$ cat config.mk
export PLATFORM = sky130hd
export DESIGN_NAME = fixed_block_fit_allocator
export DESIGN_NICKNAME = d
export VERILOG_FILES = /design/src/rtl/fbfa_pkg.sv /design/src/rtl/fixed_block_fit_allocator.sv /design/src/rtl/fbfa_ctrl.sv /design/src/rtl/fbfa_dpath.sv
export VERILOG_INCLUDE_DIRS = /design/src /design/src/rtl
export SDC_FILE = /design/constraint.sdc
export NUM_CORES = 1
export LEC_CHECK = 0
export BUFFER_PORTS_ARGS = -buffer_cell sky130_fd_sc_hd__buf_4
export CAP_MARGIN = 20
export CORE_MARGIN = 2
export CORE_UTILIZATION = 59
export CTS_CLUSTER_SIZE = 10
export DETAILED_ROUTE_END_ITERATION = 10
export GPL_ROUTABILITY_DRIVEN = 0
export GPL_TIMING_DRIVEN = 0
export MAX_ROUTING_LAYER = met4
export PLACE_DENSITY = 0.86
export RECOVER_POWER = 100
export REMOVE_ABC_BUFFERS = 1
export SLEW_MARGIN = 20
export SYNTH_ARGS = -nofsm -noshare
export SYNTH_HDL_FRONTEND = slang
export SYNTH_SLANG_ARGS = --single-unit
$ cat constraint.sdc
create_clock -name clk -period 6.2 [get_ports clk]
set_input_delay 1.55 -clock clk [delete_from_list [all_inputs] [get_ports clk]]
set_output_delay 1.55 -clock clk [all_outputs]
set_load 0.005 [all_outputs]
$ cat src/rtl/fixed_block_fit_allocator_assert.svh
// assertion macros for the fixed block fit allocator
// no dependencies; taken in by every module that carries checks
`ifndef FIXED_BLOCK_FIT_ALLOCATOR_ASSERT_SVH
`define FIXED_BLOCK_FIT_ALLOCATOR_ASSERT_SVH
`ifndef SYNTH
// check on every rising clock edge once out of reset
`define FBFA_ASSERT(lbl, clk_s, rstn_s, prop) \
	lbl: assert property (@(posedge clk_s) disable iff (!rstn_s) prop) \
	else $error("fbfa assertion failed");
// check on every rising clock edge, reset included
`define FBFA_ASSERT_ALWAYS(lbl, clk_s, prop) \
	lbl: assert property (@(posedge clk_s) prop) \
	else $error("fbfa assertion failed");
`else
`define FBFA_ASSERT(lbl, clk_s, rstn_s, prop)
`define FBFA_ASSERT_ALWAYS(lbl, clk_s, prop)
`endif
`endif

$ cat src/rtl/fbfa_pkg.sv
// shared types, codes and helpers of the fixed block fit allocator
// no dependencies
package fbfa_pkg;

	// field widths
	localparam int unsigned REQ_TYPE_W = 1;
	localparam int unsigned AMOUNT_W   = 5;
	localparam int unsigned OWNER_W    = 4;
	localparam int unsigned INDEX_W    = 4;
	localparam int unsigned STATUS_W   = 2;
	localparam int unsigned MODE_W     = 2;

	// request codes
	localparam logic [REQ_TYPE_W-1:0] REQ_ALLOC = 1'b0;
	localparam logic [REQ_TYPE_W-1:0] REQ_FREE  = 1'b1;

	// result status codes
	localparam logic [STATUS_W-1:0] STATUS_DONE  = 2'd0;
	localparam logic [STATUS_W-1:0] STATUS_NOFIT = 2'd1;
	localparam logic [STATUS_W-1:0] STATUS_RANGE = 2'd2;

	// placement policy codes; the unused code behaves as first fit
	localparam logic [MODE_W-1:0] MODE_FIRST = 2'd0;
	localparam logic [MODE_W-1:0] MODE_BEST  = 2'd1;
	localparam logic [MODE_W-1:0] MODE_WORST = 2'd2;

	typedef enum logic [1:0] {
		ST_IDLE,
		ST_SCAN,
		ST_FINISH
	} state_t;

	// controller to datapath
	typedef struct packed {
		logic load;
		logic scan;
		logic commit;
	} cmd_t;

	// datapath to controller
	typedef struct packed {
		logic scan_last;
		logic out_free;
	} sts_t;

	// pool offset of a block, 2^idx - 1 kept to four bits
	function automatic logic [INDEX_W-1:0] block_offset4(input logic [INDEX_W-1:0] idx);
		logic [INDEX_W:0] one_hot;
		one_hot = (INDEX_W+1)'(1) << idx;
		if (idx >= INDEX_W'(INDEX_W))
			return '1;
		return INDEX_W'(one_hot - (INDEX_W+1)'(1));
	endfunction

endpackage

$ cat src/rtl/fixed_block_fit_allocator.sv
// top level of the fixed block fit allocator
// depends on fbfa_pkg, fbfa_ctrl and fbfa_dpath
//
//  port group   direction  handshake              payload
//  request      in         req_valid / req_ready  req_type, amount, owner_id, free_index
//  result       out        res_valid / res_ready  status, chosen_block, block_offset, space_left
//  config       in         cfg_we                 cfg_wdata (fit mode)
//
// an allocate runs the fit scan, which reads one block of the table per cycle, then a commit
// step that updates the table and loads the result register; a free skips the scan and goes
// straight to the commit.
// the next item is taken in the commit cycle, while the result waits in the output register;
// a stalled result holds the commit, and with it the next item, until res_ready.
// reset clears the block table and sets first fit.
module fixed_block_fit_allocator #(
	parameter int unsigned NUM_BLOCKS = 5
) (
	input  logic                              clk,
	input  logic                              arst_n,
	input  logic                              cfg_we,
	input  logic [fbfa_pkg::MODE_W-1:0]       cfg_wdata,
	input  logic                              req_valid,
	output logic                              req_ready,
	input  logic [fbfa_pkg::REQ_TYPE_W-1:0]   req_type,
	input  logic [fbfa_pkg::AMOUNT_W-1:0]     amount,
	input  logic [fbfa_pkg::OWNER_W-1:0]      owner_id,
	input  logic [fbfa_pkg::INDEX_W-1:0]      free_index,
	output logic                              res_valid,
	input  logic                              res_ready,
	output logic [fbfa_pkg::STATUS_W-1:0]     status,
	output logic [fbfa_pkg::INDEX_W-1:0]      chosen_block,
	output logic [fbfa_pkg::INDEX_W-1:0]      block_offset,
	output logic [fbfa_pkg::AMOUNT_W-1:0]     space_left
);
	import fbfa_pkg::*;

	cmd_t cmd;
	sts_t sts;

	// sequencing
	fbfa_ctrl u_ctrl (
		.clk       (clk),
		.arst_n    (arst_n),
		.req_valid (req_valid),
		.req_type  (req_type),
		.req_ready (req_ready),
		.sts       (sts),
		.cmd       (cmd)
	);

	// block table and fit scan
	fbfa_dpath #(
		.NUM_BLOCKS (NUM_BLOCKS)
	) u_dpath (
		.clk          (clk),
		.arst_n       (arst_n),
		.cfg_we       (cfg_we),
		.cfg_wdata    (cfg_wdata),
		.req_type     (req_type),
		.amount       (amount),
		.owner_id     (owner_id),
		.free_index   (free_index),
		.cmd          (cmd),
		.sts          (sts),
		.res_valid    (res_valid),
		.res_ready    (res_ready),
		.status       (status),
		.chosen_block (chosen_block),
		.block_offset (block_offset),
		.space_left   (space_left)
	);

endmodule

$ cat src/rtl/fbfa_ctrl.sv
// controller state machine of the fixed block fit allocator
// depends on fbfa_pkg and fixed_block_fit_allocator_assert.svh
`include "fixed_block_fit_allocator_assert.svh"
module fbfa_ctrl (
	input  logic                              clk,
	input  logic                              arst_n,
	input  logic                              req_valid,
	input  logic [fbfa_pkg::REQ_TYPE_W-1:0]   req_type,
	output logic                              req_ready,
	input  fbfa_pkg::sts_t                    sts,
	output fbfa_pkg::cmd_t                    cmd
);
	import fbfa_pkg::*;

	state_t state_q;
	state_t state_d;
	logic   accept;

	// ready when idle, or when the finishing item can leave this cycle
	assign req_ready = (state_q == ST_IDLE) || ((state_q == ST_FINISH) && sts.out_free);
	assign accept    = req_valid && req_ready;

	// state register
	always_ff @(posedge clk or negedge arst_n) begin
		if (!arst_n) begin
			state_q <= ST_IDLE;
		end else begin
			state_q <= state_d;
		end
	end

	// next state
	always_comb begin
		state_d = state_q;
		case (state_q)
			ST_IDLE: begin
				if (accept)
					state_d = (req_type == REQ_FREE) ? ST_FINISH : ST_SCAN;
			end
			ST_SCAN: begin
				if (sts.scan_last)
					state_d = ST_FINISH;
			end
			ST_FINISH: begin
				if (sts.out_free) begin
					if (accept)
						state_d = (req_type == REQ_FREE) ? ST_FINISH : ST_SCAN;
					else
						state_d = ST_IDLE;
				end
			end
			default: begin
				state_d = ST_IDLE;
			end
		endcase
	end

	// commands
	always_comb begin
		cmd        = '0;
		cmd.load   = accept;
		cmd.scan   = (state_q == ST_SCAN);
		cmd.commit = (state_q == ST_FINISH) && sts.out_free;
	end

	`FBFA_ASSERT(a_no_accept_in_scan, clk, arst_n, (state_q == ST_SCAN) |-> !req_ready)
	`FBFA_ASSERT(a_last_goes_finish, clk, arst_n, ((state_q == ST_SCAN) && sts.scan_last) |=> (state_q == ST_FINISH))
	`FBFA_ASSERT(a_commit_from_finish, clk, arst_n, cmd.commit |-> ((state_q == ST_FINISH) && !cmd.scan))

endmodule

$ cat src/rtl/fbfa_dpath.sv
// datapath of the fixed block fit allocator: block table, fit scan, result register
// depends on fbfa_pkg and fixed_block_fit_allocator_assert.svh
`include "fixed_block_fit_allocator_assert.svh"
module fbfa_dpath #(
	parameter int unsigned NUM_BLOCKS = 5
) (
	input  logic                              clk,
	input  logic                              arst_n,
	input  logic                              cfg_we,
	input  logic [fbfa_pkg::MODE_W-1:0]       cfg_wdata,
	input  logic [fbfa_pkg::REQ_TYPE_W-1:0]   req_type,
	input  logic [fbfa_pkg::AMOUNT_W-1:0]     amount,
	input  logic [fbfa_pkg::OWNER_W-1:0]      owner_id,
	input  logic [fbfa_pkg::INDEX_W-1:0]      free_index,
	input  fbfa_pkg::cmd_t                    cmd,
	output fbfa_pkg::sts_t                    sts,
	output logic                              res_valid,
	input  logic                              res_ready,
	output logic [fbfa_pkg::STATUS_W-1:0]     status,
	output logic [fbfa_pkg::INDEX_W-1:0]      chosen_block,
	output logic [fbfa_pkg::INDEX_W-1:0]      block_offset,
	output logic [fbfa_pkg::AMOUNT_W-1:0]     space_left
);
	import fbfa_pkg::*;

	localparam int unsigned IW = (NUM_BLOCKS > 1) ? $clog2(NUM_BLOCKS) : 1;
	// a block holds up to 2^(NUM_BLOCKS-1) units; never narrower than an amount
	localparam int unsigned CW = (NUM_BLOCKS > AMOUNT_W) ? NUM_BLOCKS : AMOUNT_W;

	// block table
	logic [CW-1:0]         used_q [NUM_BLOCKS];
	logic [OWNER_W-1:0]    owner_q [NUM_BLOCKS];
	logic [NUM_BLOCKS-1:0] owner_vld_q;
	logic [MODE_W-1:0]     fit_mode_q;

	// captured request
	logic [REQ_TYPE_W-1:0] req_type_q;
	logic [AMOUNT_W-1:0]   amount_q;
	logic [OWNER_W-1:0]    owner_id_q;
	logic [INDEX_W-1:0]    free_index_q;

	// scan state
	logic [IW-1:0] idx_q;
	logic          found_q;
	logic [IW-1:0] pick_q;
	logic [CW-1:0] best_left_q;
	logic [CW-1:0] best_used_q;

	// result register
	logic                res_valid_q;
	logic [STATUS_W-1:0] status_q;
	logic [INDEX_W-1:0]  chosen_q;
	logic [INDEX_W-1:0]  offset_q;
	logic [AMOUNT_W-1:0] space_q;

	logic [CW-1:0]       size_scan;
	logic [CW-1:0]       space_scan;
	logic [CW-1:0]       amt_ext;
	logic [CW-1:0]       left_scan;
	logic [CW-1:0]       used_next;
	logic                fits;
	logic                better;
	logic                free_ok;
	logic [IW-1:0]       free_idx;
	logic [CW-1:0]       size_free;
	logic [STATUS_W-1:0] status_d;
	logic [INDEX_W-1:0]  chosen_d;
	logic [INDEX_W-1:0]  offset_d;
	logic [AMOUNT_W-1:0] space_d;

	// free space of the block under scan and what is left after placing
	assign size_scan  = CW'(1) << idx_q;
	assign space_scan = (used_q[idx_q] >= size_scan) ? '0 : size_scan - used_q[idx_q];
	assign amt_ext    = CW'(amount_q);
	assign fits       = (space_scan >= amt_ext);
	assign left_scan  = space_scan - amt_ext;
	assign used_next  = used_q[idx_q] + amt_ext;

	// policy compare, ties keep the lower index
	always_comb begin
		case (fit_mode_q)
			MODE_BEST:  better = !found_q || (left_scan < best_left_q);
			MODE_WORST: better = !found_q || (left_scan > best_left_q);
			default:    better = !found_q;
		endcase
	end

	// free request decode
	assign free_ok   = ((INDEX_W+1)'(free_index_q) < (INDEX_W+1)'(NUM_BLOCKS));
	assign free_idx  = free_index_q[IW-1:0];
	assign size_free = CW'(1) << free_idx;

	// result of the item being finished
	always_comb begin
		status_d = STATUS_DONE;
		chosen_d = '0;
		offset_d = '0;
		space_d  = '0;
		if (req_type_q == REQ_FREE) begin
			if (free_ok) begin
				chosen_d = free_index_q;
				offset_d = block_offset4(free_index_q);
				space_d  = size_free[AMOUNT_W-1:0];
			end else begin
				status_d = STATUS_RANGE;
			end
		end else begin
			if (found_q) begin
				chosen_d = INDEX_W'(pick_q);
				offset_d = block_offset4(INDEX_W'(pick_q));
				space_d  = best_left_q[AMOUNT_W-1:0];
			end else begin
				status_d = STATUS_NOFIT;
			end
		end
	end

	// mode register
	always_ff @(posedge clk or negedge arst_n) begin
		if (!arst_n) begin
			fit_mode_q <= MODE_FIRST;
		end else if (cfg_we) begin
			fit_mode_q <= cfg_wdata;
		end
	end

	// request capture
	always_ff @(posedge clk) begin
		if (cmd.load) begin
			req_type_q   <= req_type;
			amount_q     <= amount;
			owner_id_q   <= owner_id;
			free_index_q <= free_index;
		end
	end

	// scan counter and running choice
	always_ff @(posedge clk or negedge arst_n) begin
		if (!arst_n) begin
			idx_q   <= '0;
			found_q <= 1'b0;
		end else if (cmd.load) begin
			idx_q   <= '0;
			found_q <= 1'b0;
		end else if (cmd.scan) begin
			idx_q <= idx_q + IW'(1);
			if (fits && better)
				found_q <= 1'b1;
		end
	end

	always_ff @(posedge clk) begin
		if (cmd.scan && fits && better) begin
			pick_q      <= idx_q;
			best_left_q <= left_scan;
			best_used_q <= used_next;
		end
	end

	// block table update on commit
	always_ff @(posedge clk or negedge arst_n) begin
		if (!arst_n) begin
			for (int i = 0; i < NUM_BLOCKS; i++) begin
				used_q[i]  <= '0;
				owner_q[i] <= '0;
			end
			owner_vld_q <= '0;
		end else if (cmd.commit) begin
			if (req_type_q == REQ_FREE) begin
				if (free_ok) begin
					used_q[free_idx]      <= '0;
					owner_q[free_idx]     <= '0;
					owner_vld_q[free_idx] <= 1'b0;
				end
			end else if (found_q) begin
				used_q[pick_q]      <= best_used_q;
				owner_q[pick_q]     <= owner_id_q;
				owner_vld_q[pick_q] <= 1'b1;
			end
		end
	end

	// output register
	always_ff @(posedge clk or negedge arst_n) begin
		if (!arst_n) begin
			res_valid_q <= 1'b0;
		end else if (cmd.commit) begin
			res_valid_q <= 1'b1;
		end else if (res_ready) begin
			res_valid_q <= 1'b0;
		end
	end

	always_ff @(posedge clk) begin
		if (cmd.commit) begin
			status_q <= status_d;
			chosen_q <= chosen_d;
			offset_q <= offset_d;
			space_q  <= space_d;
		end
	end

	assign sts.scan_last = (idx_q == IW'(NUM_BLOCKS - 1));
	assign sts.out_free  = !res_valid_q || res_ready;

	assign res_valid    = res_valid_q;
	assign status       = status_q;
	assign chosen_block = chosen_q;
	assign block_offset = offset_q;
	assign space_left   = space_q;

	`FBFA_ASSERT(a_commit_room, clk, arst_n, cmd.commit |-> (!res_valid_q || res_ready))

	for (genvar g = 0; g < NUM_BLOCKS; g++) begin : g_chk
		`FBFA_ASSERT(a_unowned_empty, clk, arst_n, !owner_vld_q[g] |-> ((used_q[g] == '0) && (owner_q[g] == '0)))
		`FBFA_ASSERT(a_used_in_size, clk, arst_n, used_q[g] <= (CW'(1) << g))
	end

endmodule

; ---- Word level (Yosys, flattened, before mapping)
; Index checks and enable logic that the tools add are counted.
[totals]
ff_bits = 72
inputBits = 21
out_inout_bits = 17
word_cells = 125
[op_classes]
add_sub_neg = 6
order_cmp = 12
n_eq_ne = 9
shifts = 4
n_mux = 48
n_bitwise = 5
n_reduce_logical = 21
[ops]
columns = operator, count
row1 = $mux 25, 3
row2 = $mux 5, 8
row3 = $mux 4, 9
row4 = $demux 5 s3, 2
row5 = $and 25x25->25, 1
row6 = $bwmux 25, 1
row7 = $not 25->25, 1
row8 = $bmux 5 s3, 1
row9 = $mux 2, 7
row10 = $ge 4x4->1 const B, 3
row11 = $mux 1, 12
row12 = $not 3->4, 3
row13 = $ge 5x5->1, 2
row14 = $shl 1x3->5 const A, 2
row15 = $sub 5x5->5, 2
row16 = $mux 3, 3
row17 = $lt 4x1->1 const B, 2
row18 = $reduce_bool 2->1, 4
row19 = $sub 4x1->4 const B, 2
row20 = $logic_and 1x1->1, 7
row21 = $pmux 2 s3, 1
row22 = $reduce_and 3->1, 2
row23 = $add 5x5->5, 1
row24 = $gt 5x5->1, 1
row25 = 17 further kinds, 25

; ---- Depth between registers and ports, before layout
[depth]
word_depth = 14
depth_mapped = 21
ltp_nobuf = 20

; ---- By module
; Synthesis repeated with hierarchy kept, for this count alone.
[unflattened]
cells_unflattened = 343
hier_area_um2 = 3897.5
[by_module_without_submodules]
columns = mod, n_inst, cells_per_inst, area_each_um2, seq_area_each_um2
row1 = fbfa_dpath, 1, 328, 3763.6, 1941.9
row2 = fbfa_ctrl, 1, 15, 133.9, 50.0

; ---- Worst setup path before layout
; OpenSTA, ideal clock, no wires.
[synth_timing]
path_kind = reg2reg
startpoint = reg u_dpath.idx_q[0]
endpoint = reg u_dpath.best_left_q[0], enable pin
setup_ps = 361
t_arrival_ps = 4760
required_time_ps = 5839
path_slack_ps = 1079
path_stages_with_launch = 21
n_path_buf = 1
period_less_slack_ps = 5121
path_cell_list = dfrtp_1 -> buf_2 -> mux4_2 -> nand2_1 -> and2_1 -> ha_1 -> nor2b_1 -> o21ai_0 -> a21boi_0 -> o31ai_1 -> nor2_1 -> fa_1 -> a21o_1 -> a21oi_1 -> xnor2_1 -> ha_1 -> nand2_1 -> o21ai_0 -> mux2_2 -> o211ai_1 -> and2_1
[synth_between]
elab_chain_len = 11
word_cells_on_any_way = 17
cone_classes = add/sub (2) / order compare (4) / shift (1) / mux (5) / bitwise (1) / reduce/logical (4)
[synth_rtl]
columns = item, line_no
row1 = from (decl), fbfa_dpath.sv:43  ; logic [IW-1:0] idx_q;
row2 = from (signal assigned), fbfa_dpath.sv:146  ; idx_q <= idx_q + IW'(1);
row3 = $not 3->4 (implied by the code), fbfa_dpath.sv:73  ; assign space_scan = (used_q[idx_q] >= size_scan) ? '0 : size_scan - used_q[idx_q];
row4 = $bmux 5 s3, fbfa_dpath.sv:73
row5 = $mux 5 (implied by the code) (2 in a row), fbfa_dpath.sv:73
row6 = $sub 5x5->5 or $ge 5x5->1 (tied branches), fbfa_dpath.sv:73
row7 = $mux 5 *, fbfa_dpath.sv:73
row8 = $sub 5x5->5 *, fbfa_dpath.sv:76  ; assign left_scan = space_scan - amt_ext;
row9 = named net u_dpath.left_scan[4], fbfa_dpath.sv:59  ; logic [CW-1:0] left_scan;
row10 = $gt 5x5->1 or $lt 5x5->1 (tied branches), "fbfa_dpath.sv:83, fbfa_dpath.sv:82"
row11 = "$logic_or 1x1->1, on equally long branches", "fbfa_dpath.sv:83, fbfa_dpath.sv:82"
row12 = $pmux 1 s2 *, fbfa_dpath.sv:81  ; case (fit_mode_q)
row13 = $logic_and 1x1->1 *, fbfa_dpath.sv:153  ; if (cmd.scan && fits && better) begin
row14 = to (signal assigned), fbfa_dpath.sv:155  ; best_left_q <= left_scan;
row15 = to (decl), fbfa_dpath.sv:46  ; logic [CW-1:0] best_left_q;
; Mark *: on every way through the listed nets, which the timed path passes. The rest lies on a longest branch. The select of a mux whose other input is x is not followed.
; A chain may end at the register's enable or synchronous reset.

; ---- Final worst setup path
[layout_timing]
startpoint = reg u_dpath.idx_q[0]
endpoint = reg u_dpath.best_used_q[1], enable pin
[layout_between]
elab_chain_len = 11
word_cells_on_any_way = 17
cone_classes = add/sub (2) / order compare (4) / shift (1) / mux (5) / bitwise (1) / reduce/logical (4)
[layout_rtl]
columns = item, line_no
row1 = $not 3->4 (implied by the code), fbfa_dpath.sv:73
row2 = $bmux 5 s3, fbfa_dpath.sv:73
row3 = $mux 5 (implied by the code) (2 in a row), fbfa_dpath.sv:73
row4 = $sub 5x5->5 or $ge 5x5->1 (tied branches), fbfa_dpath.sv:73
row5 = $mux 5 *, fbfa_dpath.sv:73
row6 = $sub 5x5->5 *, fbfa_dpath.sv:76
row7 = named net u_dpath.left_scan[4], fbfa_dpath.sv:59
row8 = $gt 5x5->1 or $lt 5x5->1 (tied branches), "fbfa_dpath.sv:83, fbfa_dpath.sv:82"
row9 = "$logic_or 1x1->1, on equally long branches", "fbfa_dpath.sv:83, fbfa_dpath.sv:82"
row10 = $pmux 1 s2 *, fbfa_dpath.sv:81
row11 = $logic_and 1x1->1 *, fbfa_dpath.sv:153
row12 = to (signal assigned), fbfa_dpath.sv:156  ; best_used_q <= used_next;
row13 = to (decl), fbfa_dpath.sv:47  ; logic [CW-1:0] best_used_q;
; Marks and branches as above.

==> metrics.yaml <==
cts_hold_buffers: 0
violations: "capacitance limit, slew limit"
powerDensity_nw_per_um2: 568.9
p_int_w: 0.001457
area_growth_pct: 11.57
rr_worst_depth: 19
r2r-end: "u_dpath.best_used_q[1]$_DFFE_PP_"
clock_sinks: 72
drc: 0
die_h_um: 84.66
wl_per_cell_um: 17.60
cp-end-kind: "register"
grt_max_degree: 35
peakVddDrop_v: 0.0006255
grt_pass1_vias: 2736
ys_ff_latch: 72
antenna_found_initial: 0
pwr-share-clk_pct: 14.1
pwr-share-comb_pct: 49.0
yosysTopAreaCell: "edfxtp_1"
cts_buffers: 9
clockBufferDepth: 2
finalCritPeriodShare_pct: 93.54
rows: 29
grt_setup_unrepaired: "false"
synthDistinctLibCells: 50
synthFlopType: "edfxtp_1"
io_buffers: 33
status: "finished with violations"
fin_nets: 416
core_region_area_um2: 6314
worstHoldPathCells: 1
dp_hpwl_um: 5868
dieWidth_um: 84.66
r2r_slack_ns: 0.40
drv_slew: 35
grt_pass1_wl_um: 13230
period_needed_ns: 5.800
p_seq_share_pct: 36.8
post-cts-setup-buffers: 0
clock.fmax_mhz: 172.4
finalSetupViolations: 0
drv_cap: 1
hold_start: "u_dpath.used_q[19]$_DFFE_PN0P_"
die_area_um2: 7167
wl_um: 7868
p_leak_nw: 1.935
path_clk_slew_ns: 0.08
slew_headroom_pct: -21.67
synth_area_leaders: "edfxtp_1 (30%), dfrtp_1 (22%), ha_1 (8.8%), a22o_1 (6.2%), mux4_2 (2.9%)"
yosys-top-cells-count: "edfxtp_1 (38), dfrtp_1 (34), inv_1 (28), a22o_1 (27), ha_1 (27)"
yosys_warnings: 0
worstPathArrival_ns: 5.82
hold_viol: 0
yosysMostFrequentCell: "edfxtp_1"
postSynthAreaPerCell_um2: 11.53
cts_htree_levels: 3
hold_end: "u_dpath.used_q[19]$_DFFE_PN0P_"
power.share.switching_pct: 40.18
cts_tree: "done"
async_flop_share_pct: 47.22
tns_ns: 0
diodes: 0
io_pins: 38
path_class: "register to register"
critPathMaxFanout: 13
ys_seq_area_share_pct: 51.89
fin_cells: 447
post-place-cells: 431
critPathLaunchType: "register"
grtUsageTotal_pct: 24.51
syn_inst: 333
cts_root_buf: "clkbuf_8"
power_switching_w: 0.0009790
drt_first_iter_violations: 254
dr.pass1.iters: 5
hp-class: "register to register"
skew_ns: 0.01095
worst_pin_slew_ns: 1.825
via_per_inst: 6.025
finalHoldWorstSlack_ns: 0.5077
initial_core_util_pct: 60.80
grt-ovfl-total: 0
vias: 2693
required_ns: 6.22
final_util_pct: 67.84
synth_top_area_share_pct: 29.73
fill_cells: 453
syn_area_um2: 3839
layout-drive-gt1-share_pct: 14.32
clock_latency_ns: 0.36
synth_edf_count: 38
final_antenna_net_count: 0
regToRegStartpoint: "u_dpath.idx_q[0]$_DFFE_PN0P_"
==> repair_timing <==
action                     in CTS  in global routing
gates resized for setup         0                  1
setup endpoints to repair       0                 13
hold endpoints to repair        0                  0
==> critical path, stage by stage, from the launching register on <==
cell and delay (ns):
dfrtp_1 0.72, mux4_2 0.60, nand2_1 0.08, and2_1 0.21
ha_1 0.27, nor2b_1 0.13, o21ai_0 0.24, a21boi_0 0.22
o31ai_1 0.41, nor2_1 0.17, fa_1 0.46, a21o_1 0.17
a21oi_1 0.17, xnor2_1 0.12, ha_1 0.34, nand2_1 0.06
o21ai_0 0.20, mux2_2 0.35, o211ai_1 0.15, and2_2 0.38
==> registers in the layout, summed over array words and instances, names as in the netlist <==
register,cells
u_ctrl.state_q,2
u_dpath.chosen_block,4
u_dpath.fit_mode_q,2
u_dpath.best_used_q,5
u_dpath.space_left,5
u_dpath.used_q,25
u_dpath.free_index_q,4
u_dpath.found_q,1
u_dpath.block_offset,4
u_dpath.req_type_q,1
u_dpath.idx_q,3
u_dpath.best_left_q,5
u_dpath.amount_q,5
u_dpath.status,2
u_dpath.res_valid,1
u_dpath.pick_q,3
==> power groups by stage <==
stage               Clock (W)  Sequential [W]  Combinational, W
global placement            0        0.000887           0.00111
detailed placement          0        0.000902           0.00118
floorplan                   0        0.000849          0.000903
CTS                  0.000349        0.000895           0.00120
global route         0.000370        0.000918           0.00133
finish               0.000344        0.000898           0.00119
==> cell families (layout without fill, tap and decap cells) <==
logic type | after synthesis | after routing | share of synthesized area (%)
compound gates | 82 | 82 | 15.38
xor+xnor | 10 | 10 | 2.282
fa+ha+maj | 30 | 30 | 10.37
buf+inv | 40 | 77 | 4.042
flops | 72 | 72 | 51.89
mux | 8 | 8 | 3.781
other cells | 1 | 1 | 0.09769
simple gates | 90 | 90 | 12.16
==> through the flow <==
stage | total power, W | setup slack (ns) | cell area, um^2
detailed placement | 0.002082 | 0.2291 | 4136
finish | 0.002436 | 0.4004 | 4283
global route | 0.002623 | 0.03014 | 4283
global placement | 0.001996 | 0.3932 | 4133
floorplan | 0.001752 | 1.061 | 3789
CTS | 0.002444 | 0.2018 | 4319
==> worst max path at each step <==
stage	startpoint	endpoint	slack [ns]	depth (start not counted)
floorplan	u_dpath.idx_q[0]$_DFFE_PN0P_	u_dpath.best_left_q[0]$_DFFE_PP_	1.06	19
global placement	u_dpath.idx_q[0]$_DFFE_PN0P_	u_dpath.best_used_q[1]$_DFFE_PP_	0.39	19
detailed placement	u_dpath.idx_q[0]$_DFFE_PN0P_	u_dpath.best_used_q[1]$_DFFE_PP_	0.23	19
CTS	u_dpath.idx_q[0]$_DFFE_PN0P_	u_dpath.pick_q[1]$_DFFE_PP_	0.20	19
global route	u_dpath.idx_q[0]$_DFFE_PN0P_	u_dpath.pick_q[0]$_DFFE_PP_	0.03	19
finish	u_dpath.idx_q[0]$_DFFE_PN0P_	u_dpath.best_used_q[1]$_DFFE_PP_	0.40	19
==> placed cells by master, fill, tap and decap left out, types with 3 or more instances in the layout <==
cell type / n
nand2_1: 23
nor2_1: 21
ha_1: 27
a21oi_1: 13
edfxtp_1: 38
nor2b_1: 7
o21ai_0: 13
nand2b_1: 7
xor2_1: 3
inv_1: 28
mux4_2: 5
a22o_1: 27
a21o_1: 9
clkbuf_1: 6
xnor2_1: 7
buf_4: 3
clkbuf_4: 26
and3_1: 4
o22ai_1: 4
fa_1: 3
and2_1: 6
dfrtp_1: 34
nor3_1: 6
clkbuf_8: 9
nand3_1: 6
==> metal layers <==
metal  up-vias  global-route usage (%)  routed length, um  part of all wire (%)
li1       1273                       -                  -                     -
met1      1307                   31.11               3365                    43
met2        97                   39.66               4005                    51
met3        16                   5.506                383                   4.9
met4         0                   7.504                113                   1.4
met5         -                       -                  0                     0
==> cell type report <==
type,count,area (um^2),area share (%)
clock inverters,4,26.28,0.6135
clock buffers,12,156.4,3.652
inverters,28,105.1,2.454
multi-input cells,221,1674,39.09
flip-flops and latches,72,1992,46.51
repair buffers,33,232.7,5.434
well taps,77,96.34,2.249
(Power assumes the default switching activity.)
